File: src/rtl/core/ocu_pkg.sv
package ocu_pkg;

  localparam int CORDIC_STEPS = 18;
  localparam int CORDIC_FRAC  = 20;
  localparam int STEP_W       = 5;
  localparam int CW           = 34;   // cordic x/y/z working width
  localparam logic signed [CW-1:0] CORDIC_X0 = 34'sd652032874;
  localparam int ONE_Q16      = 65536;

  localparam logic [1:0] CFG_RADIUS   = 2'd0;
  localparam logic [1:0] CFG_TARGET_X = 2'd1;
  localparam logic [1:0] CFG_TARGET_Y = 2'd2;
  localparam logic [1:0] CFG_TARGET_Z = 2'd3;

  // shared multiplier operations
  localparam logic [2:0] MUL_HORIZ = 3'd0;
  localparam logic [2:0] MUL_EYE_Y = 3'd1;
  localparam logic [2:0] MUL_EYE_X = 3'd2;
  localparam logic [2:0] MUL_EYE_Z = 3'd3;
  localparam logic [2:0] MUL_UP_X  = 3'd4;
  localparam logic [2:0] MUL_UP_Z  = 3'd5;

  typedef enum logic [3:0] {
    ST_IDLE,
    ST_ANGLE,
    ST_CORDIC_E,
    ST_CORDIC_A,
    ST_MUL_H,
    ST_MUL_Y,
    ST_MUL_X,
    ST_MUL_Z,
    ST_MUL_UX,
    ST_MUL_UZ,
    ST_OUT
  } state_t;

  typedef struct packed {
    logic load;       // capture steps, update angles
    logic cordic_init_e;
    logic cordic_init_a;
    logic cordic_step;
    logic save_e;
    logic save_a;
    logic [2:0] mul_sel;
    logic mul_en;
    logic out_load;
  } cmd_t;

  typedef struct packed {
    logic cordic_done;
  } sts_t;

  function automatic logic signed [CW-1:0] atan_deg(input logic [STEP_W-1:0] i);
    case (i)
      5'd0:  atan_deg = 34'sd47185920;
      5'd1:  atan_deg = 34'sd27855475;
      5'd2:  atan_deg = 34'sd14718068;
      5'd3:  atan_deg = 34'sd7471121;
      5'd4:  atan_deg = 34'sd3750058;
      5'd5:  atan_deg = 34'sd1876857;
      5'd6:  atan_deg = 34'sd938658;
      5'd7:  atan_deg = 34'sd469357;
      5'd8:  atan_deg = 34'sd234682;
      5'd9:  atan_deg = 34'sd117342;
      5'd10: atan_deg = 34'sd58671;
      5'd11: atan_deg = 34'sd29335;
      5'd12: atan_deg = 34'sd14668;
      5'd13: atan_deg = 34'sd7334;
      5'd14: atan_deg = 34'sd3667;
      5'd15: atan_deg = 34'sd1833;
      5'd16: atan_deg = 34'sd917;
      5'd17: atan_deg = 34'sd458;
      default: atan_deg = '0;
    endcase
  endfunction

endpackage

File: src/rtl/core/ocu_ctrl.sv
module ocu_ctrl (
  input  logic            clk,
  input  logic            rst,
  input  logic            in_valid,
  output logic            in_ready,
  output logic            out_valid,
  input  logic            out_ready,
  input  ocu_pkg::sts_t   sts,
  output ocu_pkg::cmd_t   cmd
);

  ocu_pkg::state_t state, state_next;
  logic ovalid, ovalid_next;

  always_ff @(posedge clk) begin
    if (rst) begin
      state  <= ocu_pkg::ST_IDLE;
      ovalid <= 1'b0;
    end else begin
      state  <= state_next;
      ovalid <= ovalid_next;
    end
  end

  // output register frees when taken; ST_OUT waits only if still full
  logic out_free;
  assign out_free = !ovalid || out_ready;

  always_comb begin
    state_next = state;
    case (state)
      ocu_pkg::ST_IDLE:     if (in_valid) state_next = ocu_pkg::ST_ANGLE;
      ocu_pkg::ST_ANGLE:    state_next = ocu_pkg::ST_CORDIC_E;
      ocu_pkg::ST_CORDIC_E: if (sts.cordic_done) state_next = ocu_pkg::ST_CORDIC_A;
      ocu_pkg::ST_CORDIC_A: if (sts.cordic_done) state_next = ocu_pkg::ST_MUL_H;
      ocu_pkg::ST_MUL_H:    state_next = ocu_pkg::ST_MUL_Y;
      ocu_pkg::ST_MUL_Y:    state_next = ocu_pkg::ST_MUL_X;
      ocu_pkg::ST_MUL_X:    state_next = ocu_pkg::ST_MUL_Z;
      ocu_pkg::ST_MUL_Z:    state_next = ocu_pkg::ST_MUL_UX;
      ocu_pkg::ST_MUL_UX:   state_next = ocu_pkg::ST_MUL_UZ;
      ocu_pkg::ST_MUL_UZ:   state_next = ocu_pkg::ST_OUT;
      ocu_pkg::ST_OUT:      if (out_free) state_next = ocu_pkg::ST_IDLE;
      default:              state_next = ocu_pkg::ST_IDLE;
    endcase
  end

  always_comb begin
    cmd = '0;
    in_ready = 1'b0;
    ovalid_next = ovalid && !out_ready;
    case (state)
      ocu_pkg::ST_IDLE: begin
        in_ready = 1'b1;
        cmd.load = in_valid;
      end
      ocu_pkg::ST_ANGLE:    cmd.cordic_init_e = 1'b1;
      ocu_pkg::ST_CORDIC_E: begin
        cmd.cordic_step = !sts.cordic_done;
        if (sts.cordic_done) begin
          cmd.save_e = 1'b1;
          cmd.cordic_init_a = 1'b1;
        end
      end
      ocu_pkg::ST_CORDIC_A: begin
        cmd.cordic_step = !sts.cordic_done;
        cmd.save_a = sts.cordic_done;
      end
      ocu_pkg::ST_MUL_H: begin
        cmd.mul_en = 1'b1; cmd.mul_sel = ocu_pkg::MUL_HORIZ;
      end
      ocu_pkg::ST_MUL_Y: begin
        cmd.mul_en = 1'b1; cmd.mul_sel = ocu_pkg::MUL_EYE_Y;
      end
      ocu_pkg::ST_MUL_X: begin
        cmd.mul_en = 1'b1; cmd.mul_sel = ocu_pkg::MUL_EYE_X;
      end
      ocu_pkg::ST_MUL_Z: begin
        cmd.mul_en = 1'b1; cmd.mul_sel = ocu_pkg::MUL_EYE_Z;
      end
      ocu_pkg::ST_MUL_UX: begin
        cmd.mul_en = 1'b1; cmd.mul_sel = ocu_pkg::MUL_UP_X;
      end
      ocu_pkg::ST_MUL_UZ: begin
        cmd.mul_en = 1'b1; cmd.mul_sel = ocu_pkg::MUL_UP_Z;
      end
      ocu_pkg::ST_OUT: begin
        if (out_free) begin
          cmd.out_load = 1'b1;
          ovalid_next = 1'b1;
        end
      end
      default: ;
    endcase
  end

  assign out_valid = ovalid;

endmodule

File: src/rtl/core/ocu_datapath.sv
module ocu_datapath #(
  parameter int ANGLE_FRAC_BITS = 7
) (
  input  logic                clk,
  input  logic                rst,
  input  ocu_pkg::cmd_t       cmd,
  output ocu_pkg::sts_t       sts,
  input  logic                cfg_valid,
  input  logic [1:0]          cfg_index,
  input  logic [31:0]         cfg_data,
  input  logic signed [14:0]  elevation_step,
  input  logic signed [14:0]  azimuth_step,
  output logic signed [31:0]  eye_x,
  output logic signed [31:0]  eye_y,
  output logic signed [31:0]  eye_z,
  output logic signed [17:0]  up_x,
  output logic signed [17:0]  up_y,
  output logic signed [17:0]  up_z
);
  localparam int AW = 9 + ANGLE_FRAC_BITS + 2;  // holds 360 deg plus step
  localparam logic signed [AW-1:0] QUARTER = AW'(90 << ANGLE_FRAC_BITS);
  localparam logic signed [AW-1:0] HALF    = AW'(180 << ANGLE_FRAC_BITS);
  localparam logic signed [AW-1:0] THREE_Q = AW'(270 << ANGLE_FRAC_BITS);
  localparam logic signed [AW-1:0] FULL    = AW'(360 << ANGLE_FRAC_BITS);
  localparam int CW = ocu_pkg::CW;
  localparam int ZSH = ocu_pkg::CORDIC_FRAC - ANGLE_FRAC_BITS;

  // config registers
  logic [30:0] orbit_radius;
  logic signed [31:0] target_x, target_y, target_z;
  always_ff @(posedge clk) begin
    if (rst) begin
      orbit_radius <= 31'd65536;
      target_x <= '0;
      target_y <= '0;
      target_z <= '0;
    end else if (cfg_valid) begin
      case (cfg_index)
        ocu_pkg::CFG_RADIUS:   orbit_radius <= cfg_data[30:0];
        ocu_pkg::CFG_TARGET_X: target_x <= cfg_data;
        ocu_pkg::CFG_TARGET_Y: target_y <= cfg_data;
        ocu_pkg::CFG_TARGET_Z: target_z <= cfg_data;
        default: ;
      endcase
    end
  end

  // angle state
  logic signed [AW-1:0] elev, azim;
  logic signed [AW-1:0] es, as_c, e_sum, a_sum, e_new, a_new;
  always_comb begin
    es = AW'(elevation_step);
    if (es > QUARTER) es = QUARTER;
    if (es < -QUARTER) es = -QUARTER;
    as_c = AW'(azimuth_step);
    if (as_c > QUARTER) as_c = QUARTER;
    if (as_c < -QUARTER) as_c = -QUARTER;
    e_sum = elev + es;
    e_new = e_sum;
    if (e_sum < 0) e_new = '0;
    if (e_sum > QUARTER) e_new = QUARTER;
    a_sum = azim + as_c;
    a_new = a_sum;
    if (a_sum >= FULL) a_new = a_sum - FULL;
    else if (a_sum <= 0) a_new = a_sum + FULL;
  end

  always_ff @(posedge clk) begin
    if (rst) begin
      elev <= AW'(30 << ANGLE_FRAC_BITS);
      azim <= '0;
    end else if (cmd.load) begin
      elev <= e_new;
      azim <= a_new;
    end
  end

  // azimuth quadrant split by compares
  logic [1:0] quad;
  logic signed [AW-1:0] az_r;
  always_comb begin
    if (azim >= FULL)         begin quad = 2'd0; az_r = azim - FULL; end
    else if (azim >= THREE_Q) begin quad = 2'd3; az_r = azim - THREE_Q; end
    else if (azim >= HALF)    begin quad = 2'd2; az_r = azim - HALF; end
    else if (azim >= QUARTER) begin quad = 2'd1; az_r = azim - QUARTER; end
    else                      begin quad = 2'd0; az_r = azim; end
  end

  // shared CORDIC, one rotation per cycle; done once all steps are applied
  logic signed [CW-1:0] cx, cy, cz, dx, dy, at;
  logic [ocu_pkg::STEP_W-1:0] cnt;
  assign at = ocu_pkg::atan_deg(cnt);
  assign dx = cy >>> cnt;
  assign dy = cx >>> cnt;
  assign sts.cordic_done = (cnt == ocu_pkg::STEP_W'(ocu_pkg::CORDIC_STEPS));

  always_ff @(posedge clk) begin
    if (cmd.cordic_init_e || cmd.cordic_init_a) begin
      cx  <= ocu_pkg::CORDIC_X0;
      cy  <= '0;
      cz  <= CW'(cmd.cordic_init_e ? elev : az_r) <<< ZSH;
      cnt <= '0;
    end else if (cmd.cordic_step) begin
      if (cz >= 0) begin
        cx <= cx - dx; cy <= cy + dy; cz <= cz - at;
      end else begin
        cx <= cx + dx; cy <= cy - dy; cz <= cz + at;
      end
      cnt <= cnt + 1'b1;
    end
  end

  // round to Q1.16 and clamp 0..1
  function automatic logic signed [17:0] q16(input logic signed [CW-1:0] v);
    logic signed [CW-1:0] t;
    t = (v + CW'(8192)) >>> 14;
    if (t < 0) q16 = '0;
    else if (t > CW'(ocu_pkg::ONE_Q16)) q16 = 18'sd65536;
    else q16 = t[17:0];
  endfunction

  logic signed [17:0] se, ce, sa, ca, sq, cq;
  assign sq = q16(cy);
  assign cq = q16(cx);
  always_ff @(posedge clk) begin
    if (cmd.save_e) begin
      se <= sq;
      ce <= cq;
    end
    if (cmd.save_a) begin
      case (quad)
        2'd0: begin sa <= sq;  ca <= cq;  end
        2'd1: begin sa <= cq;  ca <= -sq; end
        2'd2: begin sa <= -sq; ca <= -cq; end
        default: begin sa <= -cq; ca <= sq; end
      endcase
    end
  end

  // one multiply per cycle: 32x18 signed, rounded Q16
  logic signed [31:0] horiz, ma;
  logic signed [17:0] mb;
  logic signed [49:0] prod;
  logic signed [33:0] rnd;
  logic signed [33:0] tsel;
  logic signed [33:0] sum;
  logic signed [31:0] sat;
  always_comb begin
    ma = '0; mb = '0; tsel = '0;
    case (cmd.mul_sel)
      ocu_pkg::MUL_HORIZ: begin ma = {1'b0, orbit_radius}; mb = ce; end
      ocu_pkg::MUL_EYE_Y: begin
        ma = {1'b0, orbit_radius}; mb = se; tsel = 34'(target_y);
      end
      ocu_pkg::MUL_EYE_X: begin ma = horiz; mb = sa; tsel = 34'(target_x); end
      ocu_pkg::MUL_EYE_Z: begin ma = horiz; mb = ca; tsel = 34'(target_z); end
      ocu_pkg::MUL_UP_X:  begin ma = 32'(se); mb = sa; end
      ocu_pkg::MUL_UP_Z:  begin ma = 32'(se); mb = ca; end
      default: ;
    endcase
    prod = 50'(ma) * 50'(mb);
    rnd  = 34'((prod + 50'sd32768) >>> 16);
    sum  = tsel + rnd;
    if (sum > 34'sd2147483647) sat = 32'sh7fffffff;
    else if (sum < -34'sd2147483648) sat = 32'sh80000000;
    else sat = sum[31:0];
  end

  logic signed [31:0] ex, ey, ez;
  logic signed [17:0] ux, uz;
  always_ff @(posedge clk) begin
    if (cmd.mul_en) begin
      case (cmd.mul_sel)
        ocu_pkg::MUL_HORIZ: horiz <= sat;
        ocu_pkg::MUL_EYE_Y: ey <= sat;
        ocu_pkg::MUL_EYE_X: ex <= sat;
        ocu_pkg::MUL_EYE_Z: ez <= sat;
        ocu_pkg::MUL_UP_X:  ux <= -rnd[17:0];
        ocu_pkg::MUL_UP_Z:  uz <= -rnd[17:0];
        default: ;
      endcase
    end
    if (cmd.out_load) begin
      eye_x <= ex; eye_y <= ey; eye_z <= ez;
      up_x <= ux; up_y <= ce; up_z <= uz;
    end
  end

endmodule

File: src/rtl/core/orbit_camera_update_top.sv
// Channel | Direction | Signals
// in      | input     | in_valid, in_ready, elevation_step, azimuth_step
// cfg     | input     | cfg_valid, cfg_ready, cfg_index, cfg_data
// out     | output    | out_valid, out_ready, eye_x/y/z, up_x/y/z
//
// An input beat is taken only in idle, so a new beat waits until the last one
// has gone through two 18-step CORDIC passes on one shared rotator and six
// products through one shared 32x18 multiplier; out_valid then rises.
// Synchronous active-high reset restores radius 1.0, target 0, elevation 30
// degrees, azimuth 0. The result sits in an output register; while it waits,
// one more input beat is taken and computed, then the input stalls until the
// out channel frees the register.
module orbit_camera_update_top #(
  parameter int ANGLE_FRAC_BITS = 7
) (
  input  logic               clk,
  input  logic               rst,
  input  logic               in_valid,
  output logic               in_ready,
  input  logic signed [14:0] elevation_step,
  input  logic signed [14:0] azimuth_step,
  input  logic               cfg_valid,
  output logic               cfg_ready,
  input  logic [1:0]         cfg_index,
  input  logic [31:0]        cfg_data,
  output logic               out_valid,
  input  logic               out_ready,
  output logic signed [31:0] eye_x,
  output logic signed [31:0] eye_y,
  output logic signed [31:0] eye_z,
  output logic signed [17:0] up_x,
  output logic signed [17:0] up_y,
  output logic signed [17:0] up_z
);

  ocu_pkg::cmd_t cmd;
  ocu_pkg::sts_t sts;

  // config always taken
  assign cfg_ready = 1'b1;

  ocu_ctrl u_ctrl (
    .clk(clk), .rst(rst),
    .in_valid(in_valid), .in_ready(in_ready),
    .out_valid(out_valid), .out_ready(out_ready),
    .sts(sts), .cmd(cmd)
  );

  ocu_datapath #(.ANGLE_FRAC_BITS(ANGLE_FRAC_BITS)) u_dp (
    .clk(clk), .rst(rst), .cmd(cmd), .sts(sts),
    .cfg_valid(cfg_valid), .cfg_index(cfg_index), .cfg_data(cfg_data),
    .elevation_step(elevation_step), .azimuth_step(azimuth_step),
    .eye_x(eye_x), .eye_y(eye_y), .eye_z(eye_z),
    .up_x(up_x), .up_y(up_y), .up_z(up_z)
  );

endmodule
File: config.mk
export PLATFORM = sky130hd
export DESIGN_NAME = orbit_camera_update_top
export DESIGN_NICKNAME = d
export VERILOG_FILES = /design/src/rtl/core/ocu_pkg.sv /design/src/rtl/core/ocu_ctrl.sv /design/src/rtl/core/ocu_datapath.sv /design/src/rtl/core/orbit_camera_update_top.sv
export SDC_FILE = /design/constraint.sdc
export NUM_CORES = 2
export LEC_CHECK = 0
export CORE_MARGIN = 3
export CORE_UTILIZATION = 55
export CTS_CLUSTER_DIAMETER = 200
export DETAILED_ROUTE_END_ITERATION = 10
export DONT_BUFFER_PORTS = 1
export PLACE_DENSITY = 0.7
export SKIP_CTS_REPAIR_TIMING = 1
export SYNTH_ARGS = -nofsm -noshare
export SYNTH_HDL_FRONTEND = slang
export SYNTH_SLANG_ARGS = --single-unit
File: constraint.sdc
create_clock -name clk -period 12.35 [get_ports clk]
set_clock_uncertainty 0.15 [all_clocks]
set_input_delay 1.235 -clock clk [delete_from_list [all_inputs] [get_ports clk]]
set_output_delay 1.235 -clock clk [all_outputs]
set_load 0.05 [all_outputs]
# Yosys cells after proc, flatten, opt, wreduce, memory -nomap -nowiden
# Memory sizes are Yosys's and may differ from the RTL's. A register that Yosys moved wholly into a read port is not among the register bits.
# Index checks and enable logic that the tools add are counted.
dict set report op_classes {
  muxes 52
  multipliers 1
  order_cmp 19
  n_reduce_logical 28
  n_eq_ne 25
  add_sub_neg 22
  n_shift 2
}
# cell n
set ops {}
lappend ops {{$mux 18} 16}
lappend ops {{$mux 34} 5}
lappend ops {{$add 34x34->34} 4}
lappend ops {{$pmux 18 s3} 2}
lappend ops {{$pmux 34 s3} 1}
lappend ops {{$sub 34x34->34} 3}
lappend ops {{$pmux 32 s3} 1}
lappend ops {{$pmux 18 s4} 1}
lappend ops {{$add 34x15->34 const B} 2}
lappend ops {{$sshr 34x5->34} 2}
lappend ops {{$mux 32} 2}
lappend ops {{$ge 18x17->1 const B} 3}
lappend ops {{$neg 18->18} 3}
lappend ops {{$sub 18x17->18 const B} 3}
lappend ops {{$add 50x17->50 const B} 1}
lappend ops {{$mul 32x18->50} 1}
lappend ops {{$pmux 4 s11} 1}
lappend ops {{$gt 20x18->1 const B} 2}
lappend ops {{$lt 20x1->1 const B} 2}
lappend ops {{$add 18x18->18} 2}
lappend ops {{$lt 18x15->1 const B} 2}
lappend ops {{$ge 34x1->1 const B} 1}
lappend ops {{$gt 34x32->1 const B} 1}
lappend ops {{$lt 34x32->1 const B} 1}
lappend ops {{38 further kinds} 87}
dict set report totals {
  regBits 661
  output_inout_bits 153
  mem_bits_ro 832
  input_bits 69
  n_memories 1
  word_cells 179
}
# name words word_bits read_ports rd_clocked_by_memory_dff write_ports line_no
set memory_table {}
lappend memory_table {{(name not given)} 32 26 1 1 0 ocu_pkg.sv:54} ;# case (i)

# Depth between registers and ports, before layout
dict set report logic_depth {
  ltp_word 11
  mapped_depth 47
  depth_no_buf 41
}

# Modules after synthesis
# From an unflattened synthesis, not the netlist that was laid out.
dict set report unflattened {
  hier_cells 6860
  hier_area_um2 62772.7
}
# mod cells_per_inst n_inst area_each_um2 seq_area_each_um2
set modules_own_cells {}
lappend modules_own_cells {ocu_datapath 6814 1 62386.1 17707.0}
lappend modules_own_cells {ocu_ctrl 44 1 375.4 100.1}
lappend modules_own_cells {orbit_camera_update_top 2 1 11.3 0.0}

# Worst setup path before layout
# Ideal clock, no wire load.
dict set report synth_path {
  path_type {register to register}
  from {register u_ctrl.state[2]}
  to {register u_dp.ex[1], data pin}
  setup_ps 263
  required_time_ps 11937
  n_path_buf 5
  setup_slack_ps 1134
  synth_period_minus_slack_ps 11216
  stages_incl_launch_ff 41
  arrival_ps 10803
  cell_sequence {dfxtp_1 -> buf_2 -> or3b_2 -> clkbuf_1 -> a21oi_1 -> clkbuf_1 -> a221o_1 -> clkbuf_1 -> nand2_1 -> fa_1 -> fa_1 -> inv_1 -> fa_1 -> fa_1 -> fa_1 -> inv_1 -> fa_1 -> inv_1 -> [... 5 more ...] -> o41ai_1 -> a31oi_1 -> o21ai_1 -> a311oi_1 -> nor2b_1 -> nor2_1 -> xnor2_1 -> ha_1 -> and2_1 -> a221o_1 -> a32oi_1 -> a21oi_1 -> o41ai_1 -> xor2_1 -> o32ai_1 -> nand3b_1 -> clkbuf_1 -> a21o_1}
}
dict set report synth_between {
  elab_chain_len 11
  elab_cells_between_ends 28
  classes_between {add/sub: 2; mul: 1; order compare: 2; eq/ne: 11; mux: 6; reduce/logical: 6}
}
# element line_no
set synth_rtl {}
lappend synth_rtl {{start, declared} ocu_ctrl.sv:12} ;# ocu_pkg::state_t state, state_next;
lappend synth_rtl {{start signal, assigned} ocu_ctrl.sv:17} ;# state <= ocu_pkg::ST_IDLE;
lappend synth_rtl {{start signal, assigned} ocu_ctrl.sv:20} ;# state <= state_next;
lappend synth_rtl {{$eq 4x4->1 / $eq 4x3->1 (equally long branches)} ocu_ctrl.sv:51} ;# case (state)
lappend synth_rtl {{$pmux 4 s6 (*)} ocu_ctrl.sv:51}
lappend synth_rtl {{$eq 3x2->1, or another cell as far along} ocu_datapath.sv:150} ;# case (cmd.mul_sel)
lappend synth_rtl {{$reduce_or 2->1 (no source line)} -}
lappend synth_rtl {{$pmux 18 s4 / $pmux 32 s3 (equally long branches)} ocu_datapath.sv:150}
lappend synth_rtl {{$mul 32x18->50} ocu_datapath.sv:161} ;# prod = 50'(ma) * 50'(mb);
lappend synth_rtl {{$add 50x17->50} ocu_datapath.sv:162} ;# rnd = 34'((prod + 50'sd32768) >>> 16);
lappend synth_rtl {{$add 34x34->34 (*)} ocu_datapath.sv:163} ;# sum = tsel + rnd;
lappend synth_rtl {{$lt 34x32->1} ocu_datapath.sv:165} ;# else if (sum < -34'sd2147483648) sat = 32'sh80000000;
lappend synth_rtl {{$mux 32} ocu_datapath.sv:165}
lappend synth_rtl {{$mux 32 (*)} ocu_datapath.sv:164} ;# if (sum > 34'sd2147483647) sat = 32'sh7fffffff;
lappend synth_rtl {{net u_dp.sat[1]} ocu_datapath.sv:147} ;# logic signed [31:0] sat;
lappend synth_rtl {{end signal, assigned} ocu_datapath.sv:176} ;# ocu_pkg::MUL_EYE_X: ex <= sat;
lappend synth_rtl {{end, declared} ocu_datapath.sv:169} ;# logic signed [31:0] ex, ey, ez;
# Mark *: on every way through the listed nets, which the timed path passes. The rest lies on a longest branch.
# A chain may end at the register's enable or synchronous reset.

# Worst setup path in the final report
dict set report layout_path {
  from {register u_ctrl.state[3]}
  to {register u_dp.ex[27], data pin}
}
# Same word-level chain as after synthesis.

==> impl.org <==
** Floorplan
- The core region is 113000 um2.
- Initial core utilization :: 55.7%
- Overall die height :: 344 um
- The floorplan has 123 rows.
- For this design the top-level I/O count stands at 222.
- The floorplan step set the die width to 344 um.
- The floorplan step defined a die boundary enclosing 119000 um2.

** Hold path
- Worst hold path type :: register to register

** Worst setup path
- Along the worst path, the maximum fanout reaches 31.
- The critical path starts at u_ctrl.state[3]$_SDFFE_PP0P_.
- Measured in cells, the most critical reg-to-reg path has a length of 40.
- On the worst path, the slowest cell contributes a delay of 0.64 ns.
- Startpoint-to-endpoint class of the critical path :: register to register
- Startpoint type of the worst setup path :: register
- Flop-to-flop setup slack :: 0.53 ns
- For this design, the slowest cell found on the critical path is or3b_2.
- Data arrival time of the critical path :: 12.15 ns
- STA classifies the critical path endpoint as a register.
- Worst endpoint required time :: 12.68 ns
- Crit Reg-Reg Startpoint :: u_ctrl.state[3]$_SDFFE_PP0P_
- The critical path ends at u_dp.ex[27]$_DFFE_PP_.
- The endpoint identified for the worst register-to-register timing path is u_dp.ex[27]$_DFFE_PP_.

** Yosys
- Post-synthesis sequential area ratio :: 28.3%
- Yosys top cell by area :: edfxtp_1
- Most used flip-flop cell after synthesis :: edfxtp_1
- By area the synthesized netlist is led by edfxtp_1, fa_1, dfxtp_1, ha_1, nand2_1.
- The cell area that synthesis handed to floorplanning was 63000 um2.
- The synthesized design contains 407 enable-type register cells.
- The cell count after synthesis came out at 6872.
- Seq cells post-synth :: 686
- Share of Yosys cell area claimed by the top area cell type :: 19.4%
- Average instance area after synthesis :: 9.16 um2
- Number of distinct library cells after synthesis :: 107
- For this run, the number of Yosys warnings is 0.
- Async S/R FF share, synth :: 0%

** Global route
- Via count of the first global-routing pass :: 49566
- Antenna violations before repair :: 0
- Global routing consumed, over all layers together, 33.6% of the routing resources.
- The first global-routing pass estimated 304000 um of wire.
- Global-route congestion overflow total :: 0
- Pin count of the biggest net entering global routing :: 157

** Routing
- Using the TritonRoute via totals, the vias-per-cell ratio works out to 6.27.
- Routed Antenna Nets :: 0
- After the first detailed-routing iteration, the DRC count stood at 5963.
- Routed WL :: 201000 um
- Number of search-and-repair iterations in the first detailed-routing pass :: 8
- Via Count :: 51928
- Routed len/inst :: 24.3 um
- In the routed design, unresolved DRC markers number 0.

** Clock network
- Insertion delay to the later sink of the worst-skew pair :: 0.68 ns
- After clock tree synthesis, the clock-pin slew on the worst setup and hold paths is 0.07 ns.
- TritonCTS built the clock tree.
- Number of buffers between clock root and the deepest sink :: 3
- Master cell of the clock root buffer :: clkbuf_16
- Counting the buffers created by CTS gives 74.
- Number of H-tree levels :: 3
- CTS sink cnt :: 686

** Layout
- In the layout the commonest cells are nand2_1, inv_1, fa_1.
- Cells with a size suffix above 1 make up 7.28% of the layout.
- Synth-to-Final Area Change :: 6.66%
- Net count reported at finish :: 7670
- The library cell used most frequently in the layout, excluding fill and tap cells, is nand2_1.

** STA
- For the pin with the worst max-slew slack, the measured transition is 1.28 ns.
- The smallest clock period supported by the final layout is computed as 11.82 ns.
- Final number of setup-violating endpoints :: 0
- Relative slew margins :: 14.1%
- The number of hold violations in the final report came to 0.
- The max-slew violation total from the final report came to 0.
- RSZ-0062 raised after global routing :: false
- Dividing the final minimum period by the clock period gives 95.7%.
- In the final timing run, aggregate negative setup slack is 0 ns.
- Max Freq :: 84.6 MHz

** Place
- The congestion estimate from routability-driven global placement came to 1.05.
- Detailed Place HPWL :: 156000 um
- Input and output buffers added on the ports amount to 0.

** Job
- Max-cap violations in this run came to 0.

** Status
- Outcome :: finished clean
[cell usage after synthesis (26+ instances only)]
cell / count
a21o_1: 137
nor3_1: 95
nand2b_1: 42
nor2b_1: 42
fa_1: 559
o211ai_1: 29
mux2_2: 40
and2_1: 69
nor2_1: 439
a221oi_1: 55
xnor2_1: 182
o21bai_1: 41
or2_2: 29
buf_2: 31
a22oi_1: 34
o22ai_1: 56
a31oi_1: 33
nand4_1: 26
a211oi_1: 49
inv_1: 720
o21ai_0: 311
mux4_2: 72
o31ai_1: 49
mux2i_1: 109
or3_1: 40
a221o_1: 49
nand2_1: 1017
and3_1: 57
nand3_1: 130
a21oi_1: 434
xor2_1: 163
clkbuf_1: 315
edfxtp_1: 407
dfxtp_1: 279
o21a_1: 50
ha_1: 314
[cells by family after synthesis]
logic type / after synthesis / share of synthesized area [%]
DFF: 686 / 28.3
muxes: 221 / 5.02
AOI/OAI and AO/OA: 1527 / 15.9
other: 2 / 0.0119
xor gates and xnor gates: 345 / 4.80
and+or+nand+nor: 2111 / 15.2
buffers and inverters: 1107 / 6.78
adders and majority gates: 873 / 24.0
[state kept, by name, summed over array words and instances (netlist names), 26 cells and up]
signal	cells
u_dp.cx	34
u_dp.cy	34
u_dp.cz	34
u_dp.ex	32
u_dp.ey	32
u_dp.eye_x	32
u_dp.eye_y	32
u_dp.eye_z	32
u_dp.ez	32
u_dp.horiz	32
u_dp.target_x	32
u_dp.target_y	32
u_dp.target_z	32
u_dp.orbit_radius	31
u_dp.at	26
[critical path: cells and delay by family (launching register included)]
family                     cells  cell delay [ns]
AOI/OAI and AO/OA             14             3.47
xor gates and xnor gates       2             0.42
adders and majority gates      8             3.56
buffers and inverters          8             1.49
DFF                            1             0.33
and+or+nand+nor                8             2.14
[metrics by stage]
step / setup WS [ns] / hold slack (ns) / utilization, % / area [um2] / cells
floorplan: 1.13 / 0.250 / - / 63000 / 6873
global placement: 0.0691 / 0.251 / 57.2 / 64700 / 8152
detailed placement: -0.0895 / 0.255 / 57.2 / 64700 / 8152
CTS: -0.207 / 0.248 / 59.3 / 67100 / 8287
global route: 0.0426 / 0.256 / 59.4 / 67200 / 8287
finish: 0.529 / 0.253 / 59.4 / 67200 / 8288
[per-layer routing]
metal / up-vias / track usage (%) / routed length [um]
met4: 0 / 15.5 / 11200
met1: 25366 / 45.5 / 80300
met5: - / 0 / 0
li1: 23408 / - / -
met3: 484 / 7.01 / 20200
met2: 2670 / 52.1 / 89500
[how the worst min path moves through the flow]
stage / cells past startpoint / slack, ns / start / end
2_1_floorplan: 0 / 0.25 / u_dp.ex[0]$_DFFE_PP_ / u_dp.eye_x[0]$_DFFE_PP_
3_3_place_gp: 0 / 0.25 / u_dp.ey[18]$_DFFE_PP_ / u_dp.eye_y[18]$_DFFE_PP_
3_5_place_dp: 0 / 0.25 / u_dp.ex[9]$_DFFE_PP_ / u_dp.eye_x[9]$_DFFE_PP_
4_1_cts: 0 / 0.25 / u_dp.ez[21]$_DFFE_PP_ / u_dp.eye_z[21]$_DFFE_PP_
5_1_grt: 0 / 0.26 / u_dp.ez[21]$_DFFE_PP_ / u_dp.eye_z[21]$_DFFE_PP_
6_report: 0 / 0.25 / u_dp.ez[21]$_DFFE_PP_ / u_dp.eye_z[21]$_DFFE_PP_
[cell type report]
| class | instances | area (um2) |
|---|---|---|
| Clock inverter | 36 | 343 |
| Fill cell | 9747 | 46000 |
| Sequential cell | 686 | 17800 |
| Clock buffer | 99 | 2050 |
| Tap cell | 1500 | 1880 |
| Antenna cell | 1 | 2.50 |
| Inverter | 726 | 2730 |
| Timing Repair Buffer | 160 | 1200 |
| Multi-Input combinational cell | 5080 | 41100 |
Power is not shown: default switching activity piles up to over one toggle a cycle in this logic, so the estimate is an artifact.
